==> src/hw/rtl/erswma_pkg.sv <==
`timescale 1ns / 1ps

package erswma_pkg;

    // field widths
    localparam int ECHO_W   = 16;
    localparam int HALF_W   = 8;
    localparam int SPS_W    = 7;
    localparam int RANGE_W  = 24;
    localparam int SPEED_W  = 32;
    localparam int MEM_W    = RANGE_W + SPEED_W;

    // stream payload widths, padded to whole bytes
    localparam int S_DATA_W = 16;
    localparam int M_DATA_W = 56;

    // configuration port
    localparam int CFG_IDX_W = 1;
    localparam int CFG_W     = 8;

    localparam logic [CFG_IDX_W-1:0] REG_HALF_SOUND  = 1'd0;
    localparam logic [CFG_IDX_W-1:0] REG_SAMPLE_RATE = 1'd1;

    localparam logic [HALF_W-1:0] HALF_SOUND_RST  = 8'd170;
    localparam logic [SPS_W-1:0]  SAMPLE_RATE_RST = 7'd20;

    // default filter length
    localparam int WINDOW_DEF = 5;

    // defaults for the serial divider
    localparam int DIV_NUM_W_DEF = 37;
    localparam int DIV_DEN_DEF   = 15;

endpackage

==> src/hw/rtl/erswma_serial_div.sv <==
`timescale 1ns / 1ps

// divides by a constant through its rounded-up reciprocal, exact for every numerator
// of NUM_W bits; the product is built 16 reciprocal bits per cycle, top digit first
module erswma_serial_div #(
    parameter int NUM_W   = erswma_pkg::DIV_NUM_W_DEF,
    parameter int DIVISOR = erswma_pkg::DIV_DEN_DEF
) (
    input  logic             clk,
    input  logic             rst_n,
    input  logic             start,
    input  logic [NUM_W-1:0] numer,
    output logic             busy,
    output logic [NUM_W-1:0] quot
);

    localparam int SHIFT   = NUM_W + $clog2(DIVISOR);
    localparam int RECIP_W = NUM_W + 1;
    localparam int STEPS   = (RECIP_W + 15) / 16;
    localparam int PAD_W   = STEPS * 16;
    localparam int ACC_W   = NUM_W + PAD_W;
    localparam int CNT_W   = $clog2(STEPS + 1);
    localparam logic [PAD_W-1:0] RECIP =
        PAD_W'(((64'd1 << SHIFT) + 64'(DIVISOR) - 64'd1) / 64'(DIVISOR));

    logic [NUM_W-1:0]  numer_reg;
    logic [PAD_W-1:0]  recip_reg;
    logic [ACC_W-1:0]  acc_reg;
    logic [CNT_W-1:0]  cnt_reg;
    logic              busy_reg;

    logic [NUM_W+15:0] part;

    assign part = numer_reg * recip_reg[PAD_W-1 -: 16];

    always_ff @(posedge clk or negedge rst_n)
    begin
        if (!rst_n)
        begin
            busy_reg <= 1'b0;
            cnt_reg  <= '0;
        end
        else if (start)
        begin
            busy_reg <= 1'b1;
            cnt_reg  <= CNT_W'(STEPS);
        end
        else if (busy_reg)
        begin
            cnt_reg <= cnt_reg - 1'b1;
            if (cnt_reg == CNT_W'(1))
            begin
                busy_reg <= 1'b0;
            end
        end
    end

    // product accumulates one digit per cycle, earlier digits move up 16 bits
    always_ff @(posedge clk)
    begin
        if (start)
        begin
            numer_reg <= numer;
            recip_reg <= RECIP;
            acc_reg   <= '0;
        end
        else if (busy_reg)
        begin
            recip_reg <= recip_reg << 16;
            acc_reg   <= (acc_reg << 16) + ACC_W'(part);
        end
    end

    assign busy = busy_reg;
    assign quot = NUM_W'(acc_reg >> SHIFT);

endmodule

==> src/hw/rtl/echo_range_speed_wma_filter_unit.sv <==
`timescale 1ns / 1ps

// ultrasonic echo ranging filter. each input transaction carries one echo round-trip
// time in microseconds; it is scaled by half the speed of sound (register 0) into a
// raw distance in micrometres, and the raw speed is the distance minus the previous
// filtered distance times the sample rate (register 1). both raw values go into a ring
// of the last WINDOW entries held in one synchronous memory (zero after reset through
// per-entry valid bits, no clearing pass). each output transaction carries linearly
// weighted moving averages of both rings (newest weight WINDOW, oldest 1), divided by
// WINDOW*(WINDOW+1)/2 and rounded to nearest, ties away from zero. one item is in work
// at a time. the work is the memory walk (one entry per cycle) and the reciprocal
// multiply that forms both averages, 16 reciprocal bits per cycle. a finished result
// waits in the output register while the next item is accepted. the user must write
// configuration only while the block is idle; the block itself does not enforce it.
module echo_range_speed_wma_filter_unit #(
    parameter int WINDOW = erswma_pkg::WINDOW_DEF
) (
    input  logic                                clk,
    input  logic                                rst_n,
    // input stream: [15:0] echo_time_us
    input  logic                                s_tvalid,
    output logic                                s_tready,
    input  logic [erswma_pkg::S_DATA_W-1:0]     s_tdata,
    // output stream: [23:0] filtered_range_um, [55:24] filtered_speed_um_s
    output logic                                m_tvalid,
    input  logic                                m_tready,
    output logic [erswma_pkg::M_DATA_W-1:0]     m_tdata,
    // configuration writes
    input  logic                                cfg_we,
    input  logic [erswma_pkg::CFG_IDX_W-1:0]    cfg_index,
    input  logic [erswma_pkg::CFG_W-1:0]        cfg_data
);

    localparam int RANGE_W  = erswma_pkg::RANGE_W;
    localparam int SPEED_W  = erswma_pkg::SPEED_W;
    localparam int MEM_W    = erswma_pkg::MEM_W;
    localparam int HALF_W   = erswma_pkg::HALF_W;
    localparam int SPS_W    = erswma_pkg::SPS_W;
    localparam int ECHO_W   = erswma_pkg::ECHO_W;

    // filter geometry
    localparam int DEN      = WINDOW * (WINDOW + 1) / 2;
    localparam int DEN_BITS = $clog2(DEN + 1);
    localparam int SLOT_W   = (WINDOW > 1) ? $clog2(WINDOW) : 1;
    localparam int WGT_W    = $clog2(WINDOW + 1);
    localparam int RSUM_W   = RANGE_W + DEN_BITS;
    localparam int SSUM_W   = SPEED_W + 1 + DEN_BITS;
    localparam int RPROD_W  = RANGE_W + WGT_W;
    localparam int SPROD_W  = SPEED_W + WGT_W + 1;

    localparam logic [SLOT_W-1:0] LAST_SLOT = SLOT_W'(WINDOW - 1);
    localparam logic [WGT_W-1:0]  TOP_WGT   = WGT_W'(WINDOW);

    // sequencer states
    localparam logic [2:0] ST_IDLE  = 3'd0;
    localparam logic [2:0] ST_SPEED = 3'd1;
    localparam logic [2:0] ST_WRITE = 3'd2;
    localparam logic [2:0] ST_WALK  = 3'd3;
    localparam logic [2:0] ST_DRAIN = 3'd4;
    localparam logic [2:0] ST_ROUND = 3'd5;
    localparam logic [2:0] ST_DIV   = 3'd6;
    localparam logic [2:0] ST_OUT   = 3'd7;

    // configuration registers
    logic [HALF_W-1:0] half_sound_reg;
    logic [SPS_W-1:0]  sample_rate_reg;

    // control state
    logic [2:0]        state_reg, state_next;
    logic [SLOT_W-1:0] slot_reg, slot_next;
    logic [SLOT_W-1:0] rd_idx_reg, rd_idx_next;
    logic [WGT_W-1:0]  wgt_reg, wgt_next;
    logic              rd_vld_reg;
    logic              m_tvalid_reg;
    logic [WINDOW-1:0] valid_reg;

    // datapath
    logic [RANGE_W-1:0]        raw_range_reg;
    logic signed [SPEED_W-1:0] raw_speed_reg;
    logic [RANGE_W-1:0]        last_filt_reg;
    logic [WGT_W-1:0]          wgt_pipe_reg;
    logic [MEM_W-1:0]          rd_data_reg;
    logic                      rd_hit_reg;
    logic [RSUM_W-1:0]         acc_r_reg;
    logic signed [SSUM_W-1:0]  acc_s_reg;
    logic                      neg_reg;
    logic [RANGE_W-1:0]        out_range_reg;
    logic [SPEED_W-1:0]        out_speed_reg;

    // ring memory: {speed, range} per slot
    logic [MEM_W-1:0] ring_mem [WINDOW];

    logic [ECHO_W-1:0]         echo;
    logic                      in_fire;
    logic                      out_free;
    logic                      mem_we;
    logic signed [RANGE_W:0]   diff;
    logic signed [RANGE_W+SPS_W+1:0] speed_prod;
    logic [RANGE_W-1:0]        rd_range;
    logic signed [SPEED_W-1:0] rd_speed;
    logic [RPROD_W-1:0]        rprod;
    logic signed [SPROD_W-1:0] sprod;
    logic [SSUM_W-1:0]         s_mag;
    logic [RSUM_W-1:0]         rdiv_numer;
    logic [SSUM_W-1:0]         sdiv_numer;
    logic [RSUM_W-1:0]         rdiv_quot;
    logic [SSUM_W-1:0]         sdiv_quot;
    logic                      rdiv_busy;
    logic                      sdiv_busy;
    logic                      div_start;
    logic [SPEED_W-1:0]        speed_mag;

    assign echo     = s_tdata[ECHO_W-1:0];
    assign s_tready = (state_reg == ST_IDLE);
    assign in_fire  = s_tvalid && s_tready;
    assign out_free = !m_tvalid_reg || m_tready;
    assign mem_we   = (state_reg == ST_WRITE);

    // raw speed from the new distance and the last filtered one
    assign diff       = $signed({1'b0, raw_range_reg}) - $signed({1'b0, last_filt_reg});
    assign speed_prod = diff * $signed({1'b0, sample_rate_reg});

    // entries never written since reset read as zero
    assign rd_range = rd_hit_reg ? rd_data_reg[RANGE_W-1:0] : '0;
    assign rd_speed = rd_hit_reg ? $signed(rd_data_reg[MEM_W-1:RANGE_W]) : '0;
    assign rprod    = rd_range * wgt_pipe_reg;
    assign sprod    = rd_speed * $signed({1'b0, wgt_pipe_reg});

    // round to nearest on magnitudes, sign put back after the divide
    assign s_mag      = acc_s_reg[SSUM_W-1] ? SSUM_W'(-acc_s_reg) : SSUM_W'(acc_s_reg);
    assign rdiv_numer = acc_r_reg + RSUM_W'(DEN / 2);
    assign sdiv_numer = s_mag + SSUM_W'(DEN / 2);
    assign div_start  = (state_reg == ST_ROUND);
    assign speed_mag  = sdiv_quot[SPEED_W-1:0];

    // configuration
    always_ff @(posedge clk or negedge rst_n)
    begin
        if (!rst_n)
        begin
            half_sound_reg  <= erswma_pkg::HALF_SOUND_RST;
            sample_rate_reg <= erswma_pkg::SAMPLE_RATE_RST;
        end
        else if (cfg_we)
        begin
            unique case (cfg_index)
                erswma_pkg::REG_HALF_SOUND:  half_sound_reg  <= cfg_data[HALF_W-1:0];
                erswma_pkg::REG_SAMPLE_RATE: sample_rate_reg <= cfg_data[SPS_W-1:0];
                default: ;
            endcase
        end
    end

    // sequencer
    always_comb
    begin
        state_next  = state_reg;
        slot_next   = slot_reg;
        rd_idx_next = rd_idx_reg;
        wgt_next    = wgt_reg;
        unique case (state_reg)
            ST_IDLE:
            begin
                if (in_fire)
                begin
                    state_next = ST_SPEED;
                end
            end
            ST_SPEED:
            begin
                state_next = ST_WRITE;
            end
            ST_WRITE:
            begin
                // walk starts at the newest entry, which this cycle writes
                rd_idx_next = slot_reg;
                wgt_next    = TOP_WGT;
                state_next  = ST_WALK;
            end
            ST_WALK:
            begin
                rd_idx_next = (rd_idx_reg == '0) ? LAST_SLOT : rd_idx_reg - 1'b1;
                wgt_next    = wgt_reg - 1'b1;
                if (wgt_reg == WGT_W'(1))
                begin
                    state_next = ST_DRAIN;
                end
            end
            ST_DRAIN:
            begin
                state_next = ST_ROUND;
            end
            ST_ROUND:
            begin
                state_next = ST_DIV;
            end
            ST_DIV:
            begin
                if (!rdiv_busy && !sdiv_busy)
                begin
                    state_next = ST_OUT;
                end
            end
            ST_OUT:
            begin
                if (out_free)
                begin
                    slot_next  = (slot_reg == LAST_SLOT) ? '0 : slot_reg + 1'b1;
                    state_next = ST_IDLE;
                end
            end
            default:
            begin
                state_next = ST_IDLE;
            end
        endcase
    end

    always_ff @(posedge clk or negedge rst_n)
    begin
        if (!rst_n)
        begin
            state_reg     <= ST_IDLE;
            slot_reg      <= '0;
            rd_idx_reg    <= '0;
            wgt_reg       <= '0;
            rd_vld_reg    <= 1'b0;
            m_tvalid_reg  <= 1'b0;
            valid_reg     <= '0;
            last_filt_reg <= '0;
            rd_hit_reg    <= 1'b0;
        end
        else
        begin
            state_reg  <= state_next;
            slot_reg   <= slot_next;
            rd_idx_reg <= rd_idx_next;
            wgt_reg    <= wgt_next;
            rd_vld_reg <= (state_reg == ST_WALK);
            rd_hit_reg <= valid_reg[rd_idx_reg];
            if (mem_we)
            begin
                valid_reg[slot_reg] <= 1'b1;
            end
            if (state_reg == ST_OUT && out_free)
            begin
                m_tvalid_reg  <= 1'b1;
                last_filt_reg <= rdiv_quot[RANGE_W-1:0];
            end
            else if (m_tready)
            begin
                m_tvalid_reg <= 1'b0;
            end
        end
    end

    // ring memory, one write and one registered read per cycle
    always_ff @(posedge clk)
    begin
        if (mem_we)
        begin
            ring_mem[slot_reg] <= {raw_speed_reg, raw_range_reg};
        end
        rd_data_reg <= ring_mem[rd_idx_reg];
    end

    // datapath registers
    always_ff @(posedge clk)
    begin
        wgt_pipe_reg <= wgt_reg;
        if (in_fire)
        begin
            raw_range_reg <= echo * half_sound_reg;
        end
        if (state_reg == ST_SPEED)
        begin
            raw_speed_reg <= speed_prod[SPEED_W-1:0];
        end
        if (state_reg == ST_WRITE)
        begin
            acc_r_reg <= '0;
            acc_s_reg <= '0;
        end
        else if (rd_vld_reg)
        begin
            acc_r_reg <= acc_r_reg + RSUM_W'(rprod);
            acc_s_reg <= acc_s_reg + SSUM_W'(sprod);
        end
        if (div_start)
        begin
            neg_reg <= acc_s_reg[SSUM_W-1];
        end
        if (state_reg == ST_OUT && out_free)
        begin
            out_range_reg <= rdiv_quot[RANGE_W-1:0];
            out_speed_reg <= neg_reg ? (~speed_mag + 1'b1) : speed_mag;
        end
    end

    erswma_serial_div #(
        .NUM_W   (RSUM_W),
        .DIVISOR (DEN)
    ) u_range_div (
        .clk   (clk),
        .rst_n (rst_n),
        .start (div_start),
        .numer (rdiv_numer),
        .busy  (rdiv_busy),
        .quot  (rdiv_quot)
    );

    erswma_serial_div #(
        .NUM_W   (SSUM_W),
        .DIVISOR (DEN)
    ) u_speed_div (
        .clk   (clk),
        .rst_n (rst_n),
        .start (div_start),
        .numer (sdiv_numer),
        .busy  (sdiv_busy),
        .quot  (sdiv_quot)
    );

    assign m_tvalid = m_tvalid_reg;
    assign m_tdata  = {out_speed_reg, out_range_reg};

`ifndef SYNTHESIS
    // an accepted item always starts the speed step next
    assert property (@(posedge clk) disable iff (!rst_n)
        in_fire |=> state_reg == ST_SPEED)
        else $error("accepted item did not enter the speed step");

    // dividers run only while the sequencer waits for them
    assert property (@(posedge clk) disable iff (!rst_n)
        state_reg != ST_DIV |-> !rdiv_busy && !sdiv_busy)
        else $error("divider busy outside the divide state");

    // a delivered result leaves the block idle with the result shown
    assert property (@(posedge clk) disable iff (!rst_n)
        state_reg == ST_OUT && out_free |=> m_tvalid_reg && state_reg == ST_IDLE)
        else $error("result load did not complete");

    // the write slot stays inside the ring
    assert property (@(posedge clk) disable iff (!rst_n)
        slot_reg <= LAST_SLOT)
        else $error("ring write slot out of range");
`endif

endmodule
==> config.mk <==
export PLATFORM = sky130hd
export DESIGN_NAME = echo_range_speed_wma_filter_unit
export DESIGN_NICKNAME = d
export VERILOG_FILES = /design/src/hw/rtl/erswma_pkg.sv /design/src/hw/rtl/erswma_serial_div.sv /design/src/hw/rtl/echo_range_speed_wma_filter_unit.sv
export SDC_FILE = /design/constraint.sdc
export NUM_CORES = 2
export LEC_CHECK = 0
export BUFFER_PORTS_ARGS = -buffer_cell sky130_fd_sc_hd__buf_2
export CAP_MARGIN = 20
export CORE_MARGIN = 10
export CORE_UTILIZATION = 30
export DETAILED_ROUTE_END_ITERATION = 10
export PLACE_DENSITY = 0.51
export SYNTH_ARGS = -nofsm -noshare
export SYNTH_HDL_FRONTEND = slang
export SYNTH_SLANG_ARGS = --single-unit
export TNS_END_PERCENT = 20
==> constraint.sdc <==
create_clock -name clk -period 7 [get_ports clk]
set_input_delay 1.4 -clock clk [delete_from_list [all_inputs] [get_ports clk]]
set_output_delay 1.4 -clock clk [all_outputs]
set_load 0.005 [all_outputs]
Yosys cells after proc, flatten, opt, wreduce, memory -nomap -nowiden. Memory sizes are Yosys's and may differ from the RTL's. A register that Yosys moved wholly into a read port is not among the register bits. Index checks and enable logic that the tools add are counted. W data, S select, Z words.

Bits in registers: 464. Memory bits (writable): 280. Input port bits: 30. Output and inout bits: 58. Memories kept: 1.

Memories: ring_mem (words 5, bits a word 56, rd ports 1, clocked after Yosys merged registers in 1, wr ports 1, RTL line echo_range_speed_wma_filter_unit.sv:91) `logic [MEM_W-1:0] ring_mem [WINDOW];`.

Add/subtract/negate cells: 14. $mul: 6. $lt $le $gt $ge: 3. Eq/ne operators: 15. Mux-type cells: 31. Bitwise logic cells: 3. Reductions and logical operators: 18.

Operators by type and width (count): $add A73 B51 Y73 (1); $mux W32 (2); $add A56 B41 Y56 (1); $mul A37 B14 Y51 (1); $mul A28 B13 Y41 (1); $add A37 B3 Y37 const B (1); $add A37 B36 Y37 (1); $mux W37 (1); $neg A37 Y37 (1); $mul A32 B4 Y36 (1); $add A32 B1 Y32 const B (1); $mul A25 B8 Y32 (1); $not A32 Y32 (1); $add A28 B27 Y28 (1); $add A28 B3 Y28 const B (1); $mul A24 B3 Y27 (1); $sub A24 B24 Y25 (1); $mul A16 B8 Y24 (1); $mux W24 (1); $pmux W3 S8 (1); $mux W3 (6); $eq A3 B3 Y1 const B (5); $mux W1 (12); $pmux W3 S2 (2); other kinds (22) (44).

Depth between registers and ports, before layout.
Word-level depth: 5. Mapped depth: 31. Mapped depth without buffers: 31.

By module. From an unflattened synthesis, not the netlist that was laid out.

Cells, all modules: 6501. Area, all modules: 64959.8 um^2.

By module, submodules not included: echo_range_speed_wma_filter_unit (times used 1, cells each 3879, area an instance 41104.4 um^2, seq. area each 15767.6 um^2); erswma_serial_div (u_speed_div) (times used 1, cells each 1446, area an instance 13133.8 um^2, seq. area each 2867.8 um^2); erswma_serial_div (u_range_div) (times used 1, cells each 1176, area an instance 10721.5 um^2, seq. area each 2177.1 um^2).

Worst setup path after synthesis. OpenSTA, ideal clock, no wires.

Path type: flip-flop to flip-flop. Start: reg state_reg[0]. End: reg valid_reg[0]. Arrival: 6.874 ns. Data required time: 6.902 ns. Setup slack: 0.028 ns. Stages on the path, launching flop included: 7. Buffers on the path: 1. Clock period less this slack: 6.972 ns. Cell sequence: dfrtp_1 > inv_1 > ha_1 > nand2b_1 > clkbuf_1 > nor4_1 > or2_2.

Cells in the longest elaborated chain, start to end: 1.

RTL lines: from (decl) (RTL line echo_range_speed_wma_filter_unit.sv:69) `logic [2:0] state_reg, state_next;`; from (signal assigned) (RTL line echo_range_speed_wma_filter_unit.sv:235) `state_reg <= state_next;`; $eq A3 B2 Y1 (RTL line echo_range_speed_wma_filter_unit.sv:117) `assign mem_we = (state_reg == ST_WRITE);`; to (signal assigned) (RTL line echo_range_speed_wma_filter_unit.sv:229) `valid_reg <= '0;`; to (signal, indexed assignment) (RTL line echo_range_speed_wma_filter_unit.sv:243) `valid_reg[slot_reg] <= 1'b1;`; to (decl) (RTL line echo_range_speed_wma_filter_unit.sv:75) `logic [WINDOW-1:0] valid_reg;`.

No other way between the ends. A chain may end at the register's enable or synchronous reset.

Worst setup path in the final report.
Start: reg raw_range_reg[0]. End: reg raw_speed_reg[29] (data pin).

Cells in the longest elaborated chain, start to end: 2.

RTL lines: from (decl) (RTL line echo_range_speed_wma_filter_unit.sv:78) `logic [RANGE_W-1:0] raw_range_reg;`; from (signal assigned) (RTL line echo_range_speed_wma_filter_unit.sv:273) `raw_range_reg <= echo * half_sound_reg;`; $sub A24 B24 Y25 (RTL line echo_range_speed_wma_filter_unit.sv:120) `assign diff = $signed({1'b0, raw_range_reg}) - $signed({1'b0, last_filt_reg});`; $mul A25 B8 Y32 (RTL line echo_range_speed_wma_filter_unit.sv:121) `assign speed_prod = diff * $signed({1'b0, sample_rate_reg});`; via speed_prod[29] (RTL line echo_range_speed_wma_filter_unit.sv:98) `logic signed [RANGE_W+SPS_W+1:0] speed_prod;`; to (signal assigned) (RTL line echo_range_speed_wma_filter_unit.sv:277) `raw_speed_reg <= speed_prod[SPEED_W-1:0];`; to (decl) (RTL line echo_range_speed_wma_filter_unit.sv:79) `logic signed [SPEED_W-1:0] raw_speed_reg;`.

The timed path passes the listed nets, and every way through them passes these cells.

==> run metrics <==
status=finished clean; Final #Nets=7,630; Layout Utilization=34.0%; Ports=about 90; Synth Area in Simple Gates=14.1%; Synth-to-Final Area Change=12.6%; DRT Wirelength=158 mm; RSZ-0062 raised after global routing=yes; Routed wire per std cell=16.9 um; CP Class=reg -> reg; DR iter-0 viols=roughly 2,300; clk buf depth=3; Die Width=480 um; Detailed Place HPWL=122 mm; CTS buffer count=90; Adder-Cell Fraction of Synth Area=28.5%; Compound-Gate Fraction of Synth Area=under 10%; Layout Skew=about 0.048 ns; H-tree level count=3; period utilisation layout=96.9%; multiplexer share of the synthesized area=3.98%; Max Clock Freq=~150 MHz; share of the yosys chip area belonging to registers=approximately a third; Pre-Repair DR Iteration Count=6; GP Congestion=0.864; main area contributors after synthesis=edfxtp_1, fa_1, ha_1; CP Capture Type=flip-flop; DRT antenna net count=0; Critical Path Max Stage Delay=0.57 ns; max_slew headroom=26.8%; cell family with most CP delay=adder cells; WP data required=7.46 ns; Avg Cell Area, Syn=about 10 sq um; Worst R2R Start=raw_range_reg[0]$_DFFE_PP_; fin. max-slew vios=0; maxcap violations=0; core area=210,000 sq um; Clock Latency Late Sink=0.70 ns; Sink Count=785; Worst path most repeated cell=fa_1; Vias=44,100; # port buffers=87; TritonCTS clock tree=done; std cell rows=168; Post-Syn Instances=between 6,000 and 7,000; Post-synth EDFFs=approximately 460; die area=230,000 sq um; hold buffer count at CTS=0; Setup crit start kind=flip-flop; YS warnings=0; ys async rst share=8.28%; max reg flops=280; Tmin final=6.78 ns; Synth Flop Type=edfxtp_1; DRC viols=0; R2R Path End=raw_speed_reg[29]$_DFFE_PP_; syn_nets=7,521; Slowest cell on crit path=fa_1; worst hold start=wgt_reg[1]$_DFFE_PN0P_; Initial Utilization=30.2%; Post-Syn Area=63,400 sq um; Final setup violation count=0; crit path DAT=roughly 7.3 ns; vias in the first global route=45,400; Reg2Reg Setup Slack=0.22 ns; Hold Violations, Final=0; share of layout cells above drive strength 1=9.35%; CP max FO=4; top cell type's share of synthesized area=21.7%; area leader, netlist=edfxtp_1; Buf/Inv on CP=7; global-route wire length before repair=256 mm; chip height=480 um; Synth cell types=~90; Least-Margin Pin Slew=about 1.1 ns; clk root buf=clkbuf_16; GRT Total Usage=13.6%; R2R depth=32; initial antenna violation count=3; drt via density=roughly 4.7; largest family of logic cells by synthesized area=adder cells; hold crit path type=reg -> reg; Worst Hold Depth=0; Yosys reg bits=slightly below 800; clock slew seen by the registers of the worst setup and hold paths=0.08 ns; WHS Endpoint=wgt_pipe_reg[1]$_DFF_P_; total gr overflow=0; pin count of the biggest net entering global routing=83; post-synthesis xor/xnor area fraction=around 4.7%
## layer usage
metal	up-vias	GRT usage [%]	part of all wire (%)
li1	21400	-	-
met2	703	22.5	46
met4	0	3.14	2.4
met3	189	1.83	3.6
met1	21800	18.8	48
met5	-	0	0
## layout by cell type (no fill, tap or decap), types with 17 or more instances in the layout
| cell | Yosys | routed |
|---|---|---|
| dfrtp_1 | 59 | 53 |
| dfxtp_1 | 262 | 261 |
| clkinv_2 | 0 | 17 |
| o21bai_1 | 29 | 28 |
| o211ai_1 | 22 | 22 |
| buf_4 | 2 | 162 |
| clkbuf_16 | 0 | 93 |
| and2_1 | 360 | 351 |
| a31oi_1 | 34 | 32 |
| o21ai_0 | 211 | 201 |
| a21o_1 | 114 | 114 |
| nor2_1 | 312 | 306 |
| fa_1 | 536 | 533 |
| and3_1 | 102 | 102 |
| mux2i_1 | 104 | 104 |
| nor3_1 | 64 | 64 |
| inv_1 | 968 | 960 |
| a21oi_1 | 272 | 259 |
| nand2_1 | 666 | 664 |
| nand2b_1 | 39 | 39 |
| o31ai_1 | 24 | 22 |
| xnor2_1 | 237 | 231 |
| buf_2 | 9 | 86 |
| o21a_1 | 27 | 27 |
| xor2_1 | 102 | 101 |
| nand4_1 | 39 | 39 |
| or3_1 | 22 | 22 |
| edfxtp_1 | 458 | 458 |
| nor2b_1 | 51 | 47 |
| a211oi_1 | 40 | 38 |
| mux4_2 | 57 | 57 |
| nor4_1 | 19 | 17 |
| ha_1 | 587 | 576 |
| nand3_1 | 87 | 86 |
| mux2_2 | 18 | 18 |
## repair_timing
item,4_1_cts,5_1_grt
pin swaps,3,83
endpoints found under the setup margin,7,11
gates resized for setup,13,85
buffers inserted,2,20
## layout make-up
type                            instances  area [sq um]
Fill cell                           21500        139000
Multi-Input combinational cell       4375         38700
Sequential cell                       785         20600
Inverter                              972          3650
Tap cell                             2805          3510
Clock buffer                          117          2510
Timing Repair Buffer                  253          1720
Clock inverter                         52           691
Antenna cell                            2          5.00
## cells in the mapped netlist, types with 24 or more instances
cell	n
and2_1	360
ha_1	587
mux2i_1	104
o21a_1	27
xor2_1	102
dfxtp_1	262
inv_1	968
nand4_1	39
a21oi_1	272
nand2_1	666
o21ai_0	211
o21bai_1	29
nand3_1	87
and3_1	102
nor2_1	312
clkbuf_1	210
nand2b_1	39
nor3_1	64
nor2b_1	51
edfxtp_1	458
a211oi_1	40
a31oi_1	34
fa_1	536
dfrtp_1	59
o31ai_1	24
mux4_2	57
xnor2_1	237
a21o_1	114
## stage by stage
| step | hold WS [ns] | instance area (sq um) | cells | TNS (ns) | worst slack (ns) |
|---|---|---|---|---|---|
| after floorplan | 0.367 | 63400 | 6368 | 0 | 0.0285 |
| after global placement | 0.382 | 67700 | 9169 | -0.890 | -0.209 |
| after detailed placement | 0.390 | 67700 | 9169 | -1.60 | -0.366 |
| after CTS | 0.405 | 70900 | 9340 | 0 | 0.00734 |
| after global routing | 0.422 | 71400 | 9359 | -0.363 | -0.116 |
| final | 0.401 | 71400 | 9361 | 0 | 0.216 |
## worst max-delay path by stage
stage	start	to	slack [ns]	cells past startpoint
floorplan	state_reg[0]$_DFFE_PN0P_	valid_reg[0]$_DFFE_PN0P_	0.03	6
global placement	raw_range_reg[0]$_DFFE_PP_	raw_speed_reg[31]$_DFFE_PP_	-0.21	30
detailed placement	raw_range_reg[1]$_DFFE_PP_	raw_speed_reg[28]$_DFFE_PP_	-0.37	28
CTS	raw_range_reg[0]$_DFFE_PP_	raw_speed_reg[31]$_DFFE_PP_	0.007	31
global route	raw_range_reg[0]$_DFFE_PP_	raw_speed_reg[29]$_DFFE_PP_	-0.12	32
finish	raw_range_reg[0]$_DFFE_PP_	raw_speed_reg[29]$_DFFE_PP_	0.22	32
## kinds of logic after synthesis
group	after synthesis
compound gates	907
mux	179
xor+xnor	339
fa+ha+maj	1123
simple gates	1827
flops	785
buf+inv	1208
Power is left out: the tool's default activity adds up to more than one toggle a clock period on the data nets, which glitch-free logic cannot reach.
